$ cat src/hdl/mcsr_pkg.sv
// ----------------------------------------------------------------------------
// mcsr_pkg
// Types and constants shared by the machine-mode CSR unit.
// ----------------------------------------------------------------------------
package mcsr_pkg;

    localparam int unsigned XLEN      = 64;
    localparam int unsigned S_TDATA_W = 272;  // 270 bits of fields, byte padded
    localparam int unsigned M_TDATA_W = 136;  // 133 bits of fields, byte padded

    // commands
    localparam logic [2:0] CMD_READ     = 3'd0;
    localparam logic [2:0] CMD_WRITE    = 3'd1;
    localparam logic [2:0] CMD_TRAP     = 3'd2;
    localparam logic [2:0] CMD_SET_PC   = 3'd3;
    localparam logic [2:0] CMD_SET_PRIV = 3'd4;

    // error codes
    localparam logic [1:0] ERR_OK     = 2'd0;
    localparam logic [1:0] ERR_HARTID = 2'd1;
    localparam logic [1:0] ERR_UNSUP  = 2'd2;

    // configuration register indexes
    localparam logic CFG_STATUS_MASK = 1'b0;
    localparam logic CFG_START_PC    = 1'b1;

    // CSR addresses
    localparam logic [11:0] CSR_FFLAGS   = 12'h001;
    localparam logic [11:0] CSR_FRM      = 12'h002;
    localparam logic [11:0] CSR_FCSR     = 12'h003;
    localparam logic [11:0] CSR_MSTATUS  = 12'h300;
    localparam logic [11:0] CSR_MIE      = 12'h304;
    localparam logic [11:0] CSR_MTVEC    = 12'h305;
    localparam logic [11:0] CSR_MSCRATCH = 12'h340;
    localparam logic [11:0] CSR_MEPC     = 12'h341;
    localparam logic [11:0] CSR_MCAUSE   = 12'h342;
    localparam logic [11:0] CSR_MTVAL    = 12'h343;
    localparam logic [11:0] CSR_PMPCFG0  = 12'h3A0;
    localparam logic [11:0] CSR_PMPADDR0 = 12'h3B0;
    localparam logic [11:0] CSR_MHARTID  = 12'hF14;

    // mstatus bit positions
    localparam int unsigned MS_MIE    = 3;
    localparam int unsigned MS_MPIE   = 7;
    localparam int unsigned MS_MPP_LO = 11;
    localparam int unsigned MS_FS_LO  = 13;
    localparam int unsigned MS_SD     = 63;

    localparam logic [1:0] PRIV_M = 2'b11;

    localparam logic [XLEN-1:0] STATUS_MASK_RESET = 64'h0000_0000_0000_7888;
    localparam logic [XLEN-1:0] START_PC_RESET    = 64'h0;
    localparam logic [XLEN-1:0] MSTATUS_RESET     = 64'h0000_0002_0000_0000; // UXL = RV64

    typedef struct packed {
        logic [2:0]      cmd;
        logic [11:0]     csr_addr;
        logic [XLEN-1:0] write_data;
        logic [XLEN-1:0] trap_cause;
        logic [XLEN-1:0] trap_value;
        logic [XLEN-1:0] next_pc;
        logic [1:0]      next_priv;
    } item_t;

    typedef struct packed {
        logic [XLEN-1:0] read_data;
        logic            csr_exists;
        logic [1:0]      error_code;
        logic [XLEN-1:0] pc_now;
        logic [1:0]      priv_now;
    } result_t;

endpackage

$ cat src/hdl/machine_mode_csr_unit_with_trap_entry.sv
// ----------------------------------------------------------------------------
// machine_mode_csr_unit_with_trap_entry
// RV64 machine-mode CSR file with pc, privilege level and trap entry.
//
//   channel   direction  signals                          fields
//   s_*       in         s_tvalid s_tready s_tdata s_tuser  one command item
//   m_*       out        m_tvalid m_tready m_tdata          one result item
//   cfg_*     in         cfg_wr_en cfg_index cfg_wdata      mask, boot pc
//
// One item per cycle sustained while m_tready stays high; an accepted item is
// held in the input register, then passes through the CSR update into the
// result register, where it becomes valid.
// The rate is set by the state update loop in mcsr_core.
// Reset empties both stages and loads all CSRs, pc and privilege.
// A stalled result holds the result register; the input stage then fills and
// s_tready drops until m_tready returns.
// ----------------------------------------------------------------------------
module machine_mode_csr_unit_with_trap_entry (
    input  logic                            clk,
    input  logic                            rst_n,
    input  logic                            s_tvalid,
    output logic                            s_tready,
    // csr_addr, write_data, trap_cause, trap_value, next_pc, next_priv, pad
    input  logic [mcsr_pkg::S_TDATA_W-1:0]  s_tdata,
    // cmd
    input  logic [2:0]                      s_tuser,
    output logic                            m_tvalid,
    input  logic                            m_tready,
    // read_data, csr_exists, error_code, pc_now, priv_now, pad
    output logic [mcsr_pkg::M_TDATA_W-1:0]  m_tdata,
    input  logic                            cfg_wr_en,
    input  logic                            cfg_index,
    input  logic [mcsr_pkg::XLEN-1:0]       cfg_wdata
);

    logic                          in_valid_reg;
    mcsr_pkg::item_t               in_item_reg;
    mcsr_pkg::item_t               item_next;
    logic                          out_valid_reg;
    logic [mcsr_pkg::M_TDATA_W-1:0] out_data_reg;
    mcsr_pkg::result_t             res;
    logic                          advance;

    assign advance  = in_valid_reg && (!out_valid_reg || m_tready);
    assign s_tready = !in_valid_reg || advance;
    assign m_tvalid = out_valid_reg;
    assign m_tdata  = out_data_reg;

    always_comb
    begin
        item_next.cmd        = s_tuser;
        item_next.csr_addr   = s_tdata[11:0];
        item_next.write_data = s_tdata[75:12];
        item_next.trap_cause = s_tdata[139:76];
        item_next.trap_value = s_tdata[203:140];
        item_next.next_pc    = s_tdata[267:204];
        item_next.next_priv  = s_tdata[269:268];
    end

    mcsr_core u_core (
        .clk       (clk),
        .rst_n     (rst_n),
        .cfg_wr_en (cfg_wr_en),
        .cfg_index (cfg_index),
        .cfg_wdata (cfg_wdata),
        .exec_en   (advance),
        .item      (in_item_reg),
        .result    (res)
    );

    always_ff @(posedge clk or negedge rst_n)
    begin
        if (!rst_n)
        begin
            in_valid_reg  <= 1'b0;
            out_valid_reg <= 1'b0;
        end
        else
        begin
            if (s_tready)
                in_valid_reg <= s_tvalid;
            if (advance)
                out_valid_reg <= 1'b1;
            else if (m_tready)
                out_valid_reg <= 1'b0;
        end
    end

    always_ff @(posedge clk)
    begin
        if (s_tvalid && s_tready)
            in_item_reg <= item_next;
        if (advance)
            out_data_reg <= {3'b000, res.priv_now, res.pc_now, res.error_code,
                             res.csr_exists, res.read_data};
    end

endmodule

$ cat src/hdl/mcsr_core.sv
// ----------------------------------------------------------------------------
// mcsr_core
// CSR state, pc and privilege, with the one-pass update for one item.
// ----------------------------------------------------------------------------
module mcsr_core (
    input  logic                    clk,
    input  logic                    rst_n,
    input  logic                    cfg_wr_en,
    input  logic                    cfg_index,
    input  logic [mcsr_pkg::XLEN-1:0] cfg_wdata,
    input  logic                    exec_en,
    input  mcsr_pkg::item_t         item,
    output mcsr_pkg::result_t       result
);

    logic [63:0] mask_reg;
    logic [63:0] pc_reg, pc_next;
    logic [1:0]  priv_reg, priv_next;
    logic [7:0]  fcsr_reg, fcsr_next;
    logic [63:0] mstatus_reg, mstatus_next;
    logic [63:0] mie_reg, mie_next;
    logic [63:0] mtvec_reg, mtvec_next;
    logic [63:0] mscratch_reg, mscratch_next;
    logic [63:0] mepc_reg, mepc_next;
    logic [63:0] mcause_reg, mcause_next;
    logic [63:0] mtval_reg, mtval_next;
    logic [63:0] pmpcfg0_reg, pmpcfg0_next;
    logic [63:0] pmpaddr0_reg, pmpaddr0_next;

    logic        known;
    logic [63:0] rd_val;
    logic [63:0] wr_status;
    logic [63:0] trap_status;

    function automatic logic [63:0] with_sd(input logic [63:0] s);
        logic [63:0] r;
        r = s;
        r[mcsr_pkg::MS_SD] = (s[mcsr_pkg::MS_FS_LO +: 2] == 2'b11);
        return r;
    endfunction

    always_comb
    begin
        case (item.csr_addr)
            mcsr_pkg::CSR_FFLAGS, mcsr_pkg::CSR_FRM, mcsr_pkg::CSR_FCSR,
            mcsr_pkg::CSR_MSTATUS, mcsr_pkg::CSR_MHARTID, mcsr_pkg::CSR_MIE,
            mcsr_pkg::CSR_MTVEC, mcsr_pkg::CSR_MSCRATCH, mcsr_pkg::CSR_MEPC,
            mcsr_pkg::CSR_MCAUSE, mcsr_pkg::CSR_MTVAL, mcsr_pkg::CSR_PMPCFG0,
            mcsr_pkg::CSR_PMPADDR0: known = 1'b1;
            default:                known = 1'b0;
        endcase

        case (item.csr_addr)
            mcsr_pkg::CSR_FFLAGS:   rd_val = {59'd0, fcsr_reg[4:0]};
            mcsr_pkg::CSR_FRM:      rd_val = {61'd0, fcsr_reg[7:5]};
            mcsr_pkg::CSR_FCSR:     rd_val = {56'd0, fcsr_reg};
            mcsr_pkg::CSR_MSTATUS:  rd_val = mstatus_reg;
            mcsr_pkg::CSR_MIE:      rd_val = mie_reg;
            mcsr_pkg::CSR_MTVEC:    rd_val = mtvec_reg;
            mcsr_pkg::CSR_MSCRATCH: rd_val = mscratch_reg;
            mcsr_pkg::CSR_MEPC:     rd_val = mepc_reg;
            mcsr_pkg::CSR_MCAUSE:   rd_val = mcause_reg;
            mcsr_pkg::CSR_MTVAL:    rd_val = mtval_reg;
            mcsr_pkg::CSR_PMPCFG0:  rd_val = pmpcfg0_reg;
            mcsr_pkg::CSR_PMPADDR0: rd_val = pmpaddr0_reg;
            default:                rd_val = 64'd0;  // mhartid and unknown CSRs
        endcase

        wr_status = with_sd((mstatus_reg & ~mask_reg) | (item.write_data & mask_reg));

        // trap ignores the write mask
        trap_status                           = mstatus_reg;
        trap_status[mcsr_pkg::MS_MPIE]        = mstatus_reg[mcsr_pkg::MS_MIE];
        trap_status[mcsr_pkg::MS_MIE]         = 1'b0;
        trap_status[mcsr_pkg::MS_MPP_LO +: 2] = priv_reg;
        trap_status                           = with_sd(trap_status);

        pc_next       = pc_reg;
        priv_next     = priv_reg;
        fcsr_next     = fcsr_reg;
        mstatus_next  = mstatus_reg;
        mie_next      = mie_reg;
        mtvec_next    = mtvec_reg;
        mscratch_next = mscratch_reg;
        mepc_next     = mepc_reg;
        mcause_next   = mcause_reg;
        mtval_next    = mtval_reg;
        pmpcfg0_next  = pmpcfg0_reg;
        pmpaddr0_next = pmpaddr0_reg;

        result.read_data  = 64'd0;
        result.csr_exists = 1'b0;
        result.error_code = mcsr_pkg::ERR_OK;

        case (item.cmd)
            mcsr_pkg::CMD_READ:
            begin
                result.csr_exists = known;
                result.read_data  = rd_val;
            end
            mcsr_pkg::CMD_WRITE:
            begin
                result.csr_exists = known;
                case (item.csr_addr)
                    mcsr_pkg::CSR_FFLAGS:
                    begin
                        fcsr_next        = {fcsr_reg[7:5], item.write_data[4:0]};
                        result.read_data = {59'd0, item.write_data[4:0]};
                    end
                    mcsr_pkg::CSR_FRM:
                    begin
                        fcsr_next        = {item.write_data[2:0], fcsr_reg[4:0]};
                        result.read_data = {61'd0, item.write_data[2:0]};
                    end
                    mcsr_pkg::CSR_FCSR:
                    begin
                        fcsr_next        = item.write_data[7:0];
                        result.read_data = {56'd0, item.write_data[7:0]};
                    end
                    mcsr_pkg::CSR_MSTATUS:
                    begin
                        mstatus_next     = wr_status;
                        result.read_data = wr_status;
                    end
                    mcsr_pkg::CSR_MHARTID:
                        result.error_code = mcsr_pkg::ERR_HARTID;
                    mcsr_pkg::CSR_MIE:
                    begin
                        mie_next         = item.write_data;
                        result.read_data = item.write_data;
                    end
                    mcsr_pkg::CSR_MTVEC:
                    begin
                        mtvec_next       = {item.write_data[63:2], 2'b00};
                        result.read_data = {item.write_data[63:2], 2'b00};
                    end
                    mcsr_pkg::CSR_MSCRATCH:
                    begin
                        mscratch_next    = item.write_data;
                        result.read_data = item.write_data;
                    end
                    mcsr_pkg::CSR_MEPC:
                    begin
                        mepc_next        = {item.write_data[63:2], 2'b00};
                        result.read_data = {item.write_data[63:2], 2'b00};
                    end
                    mcsr_pkg::CSR_MCAUSE:
                    begin
                        mcause_next      = item.write_data;
                        result.read_data = item.write_data;
                    end
                    mcsr_pkg::CSR_MTVAL:
                    begin
                        mtval_next       = item.write_data;
                        result.read_data = item.write_data;
                    end
                    mcsr_pkg::CSR_PMPCFG0:
                    begin
                        pmpcfg0_next     = item.write_data;
                        result.read_data = item.write_data;
                    end
                    mcsr_pkg::CSR_PMPADDR0:
                    begin
                        pmpaddr0_next    = item.write_data;
                        result.read_data = item.write_data;
                    end
                    default:
                        result.error_code = mcsr_pkg::ERR_UNSUP;
                endcase
            end
            mcsr_pkg::CMD_TRAP:
            begin
                mstatus_next = trap_status;
                mcause_next  = item.trap_cause;
                mtval_next   = item.trap_value;
                mepc_next    = {pc_reg[63:2], 2'b00};
                pc_next      = {mtvec_reg[63:2], 2'b00};
                priv_next    = mcsr_pkg::PRIV_M;
            end
            mcsr_pkg::CMD_SET_PC:
                pc_next = item.next_pc;
            mcsr_pkg::CMD_SET_PRIV:
                priv_next = item.next_priv;
            default:
            begin
                // unused codes leave everything alone
            end
        endcase

        result.pc_now   = pc_next;
        result.priv_now = priv_next;
    end

    always_ff @(posedge clk or negedge rst_n)
    begin
        if (!rst_n)
        begin
            mask_reg     <= mcsr_pkg::STATUS_MASK_RESET;
            pc_reg       <= mcsr_pkg::START_PC_RESET;
            priv_reg     <= mcsr_pkg::PRIV_M;
            fcsr_reg     <= 8'd0;
            mstatus_reg  <= mcsr_pkg::MSTATUS_RESET;
            mie_reg      <= 64'd0;
            mtvec_reg    <= 64'd0;
            mscratch_reg <= 64'd0;
            mepc_reg     <= 64'd0;
            mcause_reg   <= 64'd0;
            mtval_reg    <= 64'd0;
            pmpcfg0_reg  <= 64'd0;
            pmpaddr0_reg <= 64'd0;
        end
        else if (cfg_wr_en)
        begin
            case (cfg_index)
                mcsr_pkg::CFG_STATUS_MASK: mask_reg <= cfg_wdata;
                mcsr_pkg::CFG_START_PC:    pc_reg   <= cfg_wdata;  // boot pc loads pc now
                default:                   mask_reg <= mask_reg;
            endcase
        end
        else if (exec_en)
        begin
            pc_reg       <= pc_next;
            priv_reg     <= priv_next;
            fcsr_reg     <= fcsr_next;
            mstatus_reg  <= mstatus_next;
            mie_reg      <= mie_next;
            mtvec_reg    <= mtvec_next;
            mscratch_reg <= mscratch_next;
            mepc_reg     <= mepc_next;
            mcause_reg   <= mcause_next;
            mtval_reg    <= mtval_next;
            pmpcfg0_reg  <= pmpcfg0_next;
            pmpaddr0_reg <= pmpaddr0_next;
        end
    end

endmodule

$ cat config.mk
export PLATFORM = sky130hd
export DESIGN_NAME = machine_mode_csr_unit_with_trap_entry
export DESIGN_NICKNAME = d
export VERILOG_FILES = /design/src/hdl/mcsr_pkg.sv /design/src/hdl/machine_mode_csr_unit_with_trap_entry.sv /design/src/hdl/mcsr_core.sv
export SDC_FILE = /design/constraint.sdc
export NUM_CORES = 2
export LEC_CHECK = 0
export BUFFER_PORTS_ARGS = -buffer_cell sky130_fd_sc_hd__buf_2
export CAP_MARGIN = 20
export CORE_UTILIZATION = 45
export DETAILED_ROUTE_END_ITERATION = 10
export PLACE_DENSITY = 0.72
export SLEW_MARGIN = 5
export SYNTH_ARGS = -nofsm -noshare
export SYNTH_HDL_FRONTEND = slang
export SYNTH_SLANG_ARGS = --single-unit
$ cat constraint.sdc
create_clock -name clk -period 8.79 [get_ports clk]
set_clock_uncertainty 0.15 [all_clocks]
set_input_delay 0.4395 -clock clk [delete_from_list [all_inputs] [get_ports clk]]
set_output_delay 0.4395 -clock clk [all_outputs]
set_load 0.01 [all_outputs]
; ---- After elaboration in Yosys (flattened, before gate mapping)
; Index checks and enable logic that the tools add are counted.
[totals]
out_inout_bits = 138
register_bits = 1119
elab_cells = 111
input_bits = 345
[classes]
eq_ne = 24
n_reduce_logical = 31
muxes = 21
bitwise_logic = 9
[ops]
columns = operator, n
row1 = case mux 64 bit (12 select lines), 1
row2 = case mux 64 bit (2 select lines), 5
row3 = two-way mux 64 bit, 7
row4 = case mux 64 bit (6 select lines), 1
row5 = case mux 65 bit (2 select lines), 1
row6 = bitwise AND 63 bit, 2
row7 = "== test 12 x 10 -> 1 bit, second input constant", 9
row8 = inverter 63 bit, 1
row9 = OR 63 bit, 1
row10 = AND reduction 4 bit, 9
row11 = "== test 12 x 2 -> 1 bit, second input constant", 2
row12 = case mux 8 bit (3 select lines), 1
row13 = AND reduction 5 bit, 3
row14 = OR reduction 13 bit, 1
row15 = "== test 12 x 1 -> 1 bit, second input constant", 1
row16 = "== test 12 bit, second input constant", 1
row17 = OR reduction 12 bit, 1
row18 = nonzero test 2 bit, 5
row19 = "inequality test 2 bit, second input constant", 4
row20 = case mux 2 bit (2 select lines), 2
row21 = "== test 3 x 2 -> 1 bit, second input constant", 2
row22 = AND reduction 2 bit, 3
row23 = OR reduction 6 bit, 1
row24 = inverter 1 bit, 5
row25 = 10 further kinds, 16

; ---- Longest topological paths before layout
[depth]
ltp_word = 6
ltp_mapped = 10
mapped_depth_nobuf = 6

; ---- Cells and area by module
; Synthesis repeated with hierarchy kept, for this count alone.
[unflattened]
cells_unflattened = 4048
area_unflattened_um2 = 48863.1
[by_module_without_submodules]
columns = mod, seq_area_each_um2, instances, cells_each, area_each_um2
row1 = mcsr_core, 17753.3, 1, 3630, 36541.3
row2 = machine_mode_csr_unit_with_trap_entry, 12241.7, 1, 418, 12321.8

; ---- Worst setup path before layout
; OpenSTA, ideal clock, no wires.
[synth_path]
path_kind = flip-flop to flip-flop
startpoint = register out_valid_reg (netlist: m_tvalid)
endpoint = register in_item_reg[0] (netlist name) (enable)
path_slack_ps = 1001
stages_incl_launch_ff = 4
setup_time_ps = 670
synth_period_minus_slack_ps = 7789
path_buffers = 0
arrival_ps = 6969
path_cell_list = dfrtp_1 > nor2b_1 > nand2_1 > and2_1
[synth_via]
elab_chain_cells = 5
[synth_lines]
columns = item, line
row1 = from (decl), machine_mode_csr_unit_with_trap_entry.sv:39  ; logic out_valid_reg;
row2 = from (signal assigned), machine_mode_csr_unit_with_trap_entry.sv:76  ; out_valid_reg <= 1'b0;
row3 = from (signal assigned), machine_mode_csr_unit_with_trap_entry.sv:83  ; out_valid_reg <= 1'b1;
row4 = from (signal assigned), machine_mode_csr_unit_with_trap_entry.sv:85  ; out_valid_reg <= 1'b0;
row5 = logical NOT 1 bit, machine_mode_csr_unit_with_trap_entry.sv:44  ; assign advance = in_valid_reg && (!out_valid_reg || m_tready);
row6 = logical OR 1 bit, machine_mode_csr_unit_with_trap_entry.sv:44
row7 = logical AND 1 bit, machine_mode_csr_unit_with_trap_entry.sv:44
row8 = logical OR 1 bit, machine_mode_csr_unit_with_trap_entry.sv:45  ; assign s_tready = !in_valid_reg || advance;
row9 = via s_tready, machine_mode_csr_unit_with_trap_entry.sv:22  ; output logic s_tready,
row10 = logical AND 1 bit, machine_mode_csr_unit_with_trap_entry.sv:91  ; if (s_tvalid && s_tready)
row11 = to (signal assigned), machine_mode_csr_unit_with_trap_entry.sv:92  ; in_item_reg <= item_next;
row12 = to (decl), machine_mode_csr_unit_with_trap_entry.sv:37  ; mcsr_pkg::item_t in_item_reg;
; The timed path passes the listed nets, and every way through them passes these cells.
; A chain may end at the register's enable or synchronous reset.

==> out/results.ini <==
[setup_path]
crit_path_start = in_item_reg[268]
cpMostUsedCell = buf_4
endpoint_kind = flop
timing_worst_setup_path_type = flop to flop
worst_r2r_path_depth = 9
worstPathRequired_ns = 9.10
timing.rr.start = in_item_reg[268]
cp_num_buf_inv = 3
rr_endpoint = m_tdata[0]
r2r_setup_slack_ns = 3.85
setup.worst_path.end = m_tdata[0]
path_delay_family = simple AND/OR/NAND/NOR gates
critPathMaxFanout = 34
cp_cell_sequence = nand4bb_1, nor2_4, buf_4, o31ai_2, buf_4, nand4_1, nand2_4, buf_4, o22ai_1
worst_path_max_delay_cell = nor2_4
cp.depth = 9
crit_arrival_ns = 5.25
worstSetupStartpointType = flop
max_stage_delay_ns = 0.90

[worst_hold_path]
hold-path-cell-count = 2
hp-class = input pin to flop

[run]
cap_violations = 0

[yosys]
syn_avg_cell_area_um2 = 12.46
yosysWarnings = 0
yosys_register_bits = 1117
netlist-cell-type-count = 78
async_reset_ff_frac = 0.6365
synth_top_area_frac = 0.3595
synthTopCellsByArea = dfrtp_1 36%, edfxtp_1 25%, mux2_2 11%
synth_seq_area_share = 0.6139
synth-main-ff-cell = dfrtp_1
syn_area_mm2 = 0.04886
yosys.area.top_type = dfrtp_1
synth_edf_count = 406
syn_inst = 3921

[run_status]
status = finished clean

[timing]
setup_violations = 0
rsz0062_at_grt = false
tightest_slew_ns = 1.174
slew_viol_final = 0
fin_setup_tns_ns = 0
fmax_ghz = 0.2024
max-slew-margin-rel = 0.2172
min_period_ns = 4.941
hold_viol_final = 0
period_share = 0.5622

[placed_design]
placedCellCount = 5599
hpwlAfterDp_um = 100100
placed_cell_area_mm2 = 0.05271
gp_congestion = 0.8944
io_buffers = 477

[final_layout]
final_nets = 5002
fin_area_mm2 = 0.05985
multi_input_comb_area_mm2 = 0.01774
layout-drive-gt1-share = 0.2615
seqCellArea_mm2 = 0.03000
final_cells = 6165
area_growth_pct = 22.49
largest_register_ffs = 273
fill_cells = 8687
finish.utilization = 0.5575

[clock_tree]
cts_resized = 0
cts_max_level = 3
cts.path.max_buffers = 3
clk_latency_ns = 0.72
post_cts_buffers = 0
clk_pin_slew_ns = 0.06
clkSinkCount = 1117
cts_hold_buffers = 342
root_buffer = clkbuf_16
cts_tree = built
cts_buffers = 116

[floorplanning]
std_cell_rows = 120
die_w_um = 331.5
pin_count = 483
die_area_mm2 = 0.1099
core_area_mm2 = 0.1074
start_util = 0.4551
die-height_um = 331.5

[detailed_routing]
drt_iter0_drc = 3972
wl_um = 170300
drc = 0
vias = 37478
routedWlPerCell_um = 27.62
detail-route-antenna-nets = 0
viasPerCell = 6.079
drtPass1Iterations = 6

[global_routing]
overflow = 0
track_usage = 0.3060
grt_pass1_vias = 37456
antenna_found_initial = 9
grt_first_pass_wirelength_um = 248400
grt_max_degree = 179

[pwr]
ir_drop_mv = 0.1699
p_leak_nw = 25.79
powerDensity_mw_per_mm2 = 208.6

report_power, final:
group	total [mW]	switching [mW]	internal (mW)
Clock	4.83	2.11	2.72
Combinational	1.35	0.799	0.552
Sequential	6.31	0.352	5.95
logic make-up (layout without fill, tap and decap cells):
kind of cell           after synthesis  count (layout)  share of synthesized area
AOI/OAI and AO/OA                 1067            1067                     0.1315
buffers and inverters              326            1164                    0.02835
DFF                               1117            1117                     0.6139
muxes                              740             740                     0.1638
other                                1               4                 0.00007675
and+or+nand+nor                    670             670                    0.06243
metrics by stage:
stage | setup WS [ns] | power, mW | hold slack [ns]
after global routing | 3.871 | 12.92 | 0.08916
after detailed placement | 4.018 | 7.602 | 0.3169
final | 3.849 | 12.48 | 0.1215
after global placement | 4.155 | 7.546 | 0.3094
after floorplan | 1.001 | 7.004 | -0.006091
after CTS | 3.991 | 12.51 | 0.03735
metal layers:
layer,up-vias,share of wire,track usage
met5,-,0.00038,0
li1,15981,-,-
met2,2110,0.46,0.4856
met1,18888,0.40,0.4072
met3,489,0.088,0.05940
met4,10,0.050,0.1387
placed cells by master (no fill, tap or decap), types with 35 or more instances in the layout:
cell type      count
dlygate4sd3_1    342
and2_1            67
nand2_1          286
clkbuf_1          35
a22oi_1           63
o22ai_1          106
a21oi_1          426
nor2_1           208
buf_4             64
clkbuf_16        119
dfrtp_1          702
mux2_2           458
a32o_1            36
mux2i_1          264
inv_1             50
o21ai_0          260
buf_2            475
edfxtp_1         406
how the worst min path moves through the flow:
stage / from / endpoint / slack (ns)
2_1_floorplan: rst_n / in_valid_reg / -0.006
3_3_place_gp: u_core.mcause_reg[38] / u_core.mcause_reg[38] / 0.31
3_5_place_dp: u_core.mcause_reg[40] / u_core.mcause_reg[40] / 0.32
4_1_cts: cfg_wr_en / u_core.pc_reg[60] / 0.04
5_1_grt: cfg_wr_en / u_core.pc_reg[60] / 0.09
6_report: cfg_wr_en / u_core.pc_reg[60] / 0.12
Yosys cell counts, types with 4 or more instances:
cell / n
o22a_1: 7
dfrtp_1: 702
a32oi_1: 15
a21o_1: 8
mux2_2: 458
nand2_1: 292
a22oi_1: 64
nor3_1: 9
a21oi_1: 428
a221oi_1: 20
nand2b_1: 10
nand3b_1: 4
dfstp_2: 9
mux2i_1: 264
clkbuf_1: 140
a221o_1: 12
a211oi_1: 11
o2bb2ai_1: 15
mux2_1: 18
and2_1: 68
nor2_1: 222
o22ai_1: 106
edfxtp_1: 406
a222oi_1: 10
o211ai_1: 13
buf_4: 16
buf_1: 38
a31oi_1: 6
o221ai_1: 6
a2bb2oi_1: 6
buf_2: 81
nand3_1: 16
o21ai_0: 261
inv_1: 51
a21boi_0: 8
a22o_1: 17
a32o_1: 36
worst reg2reg max path, cell delays in order (launching register included):
cell and delay (ns):
edfxtp_1 0.43, nand4bb_1 0.61, nor2_4 0.91, buf_4 0.66, o31ai_2 0.15, buf_4 0.23
nand4_1 0.18, nand2_4 0.36, buf_4 0.51, o22ai_1 0.49
layout make-up:
type / instances / share of cell area
Sequential cell: 1117 / 0.5012
Multi-Input combinational cell: 2480 / 0.2964
Timing Repair Buffer: 891 / 0.1077
Clock buffer: 171 / 0.05586
Tap cell: 1403 / 0.02933
Clock inverter: 51 / 0.006104
Inverter: 51 / 0.003324
Antenna cell: 1 / 0.00004181
Note: power is estimated with default switching activity, not from simulation.
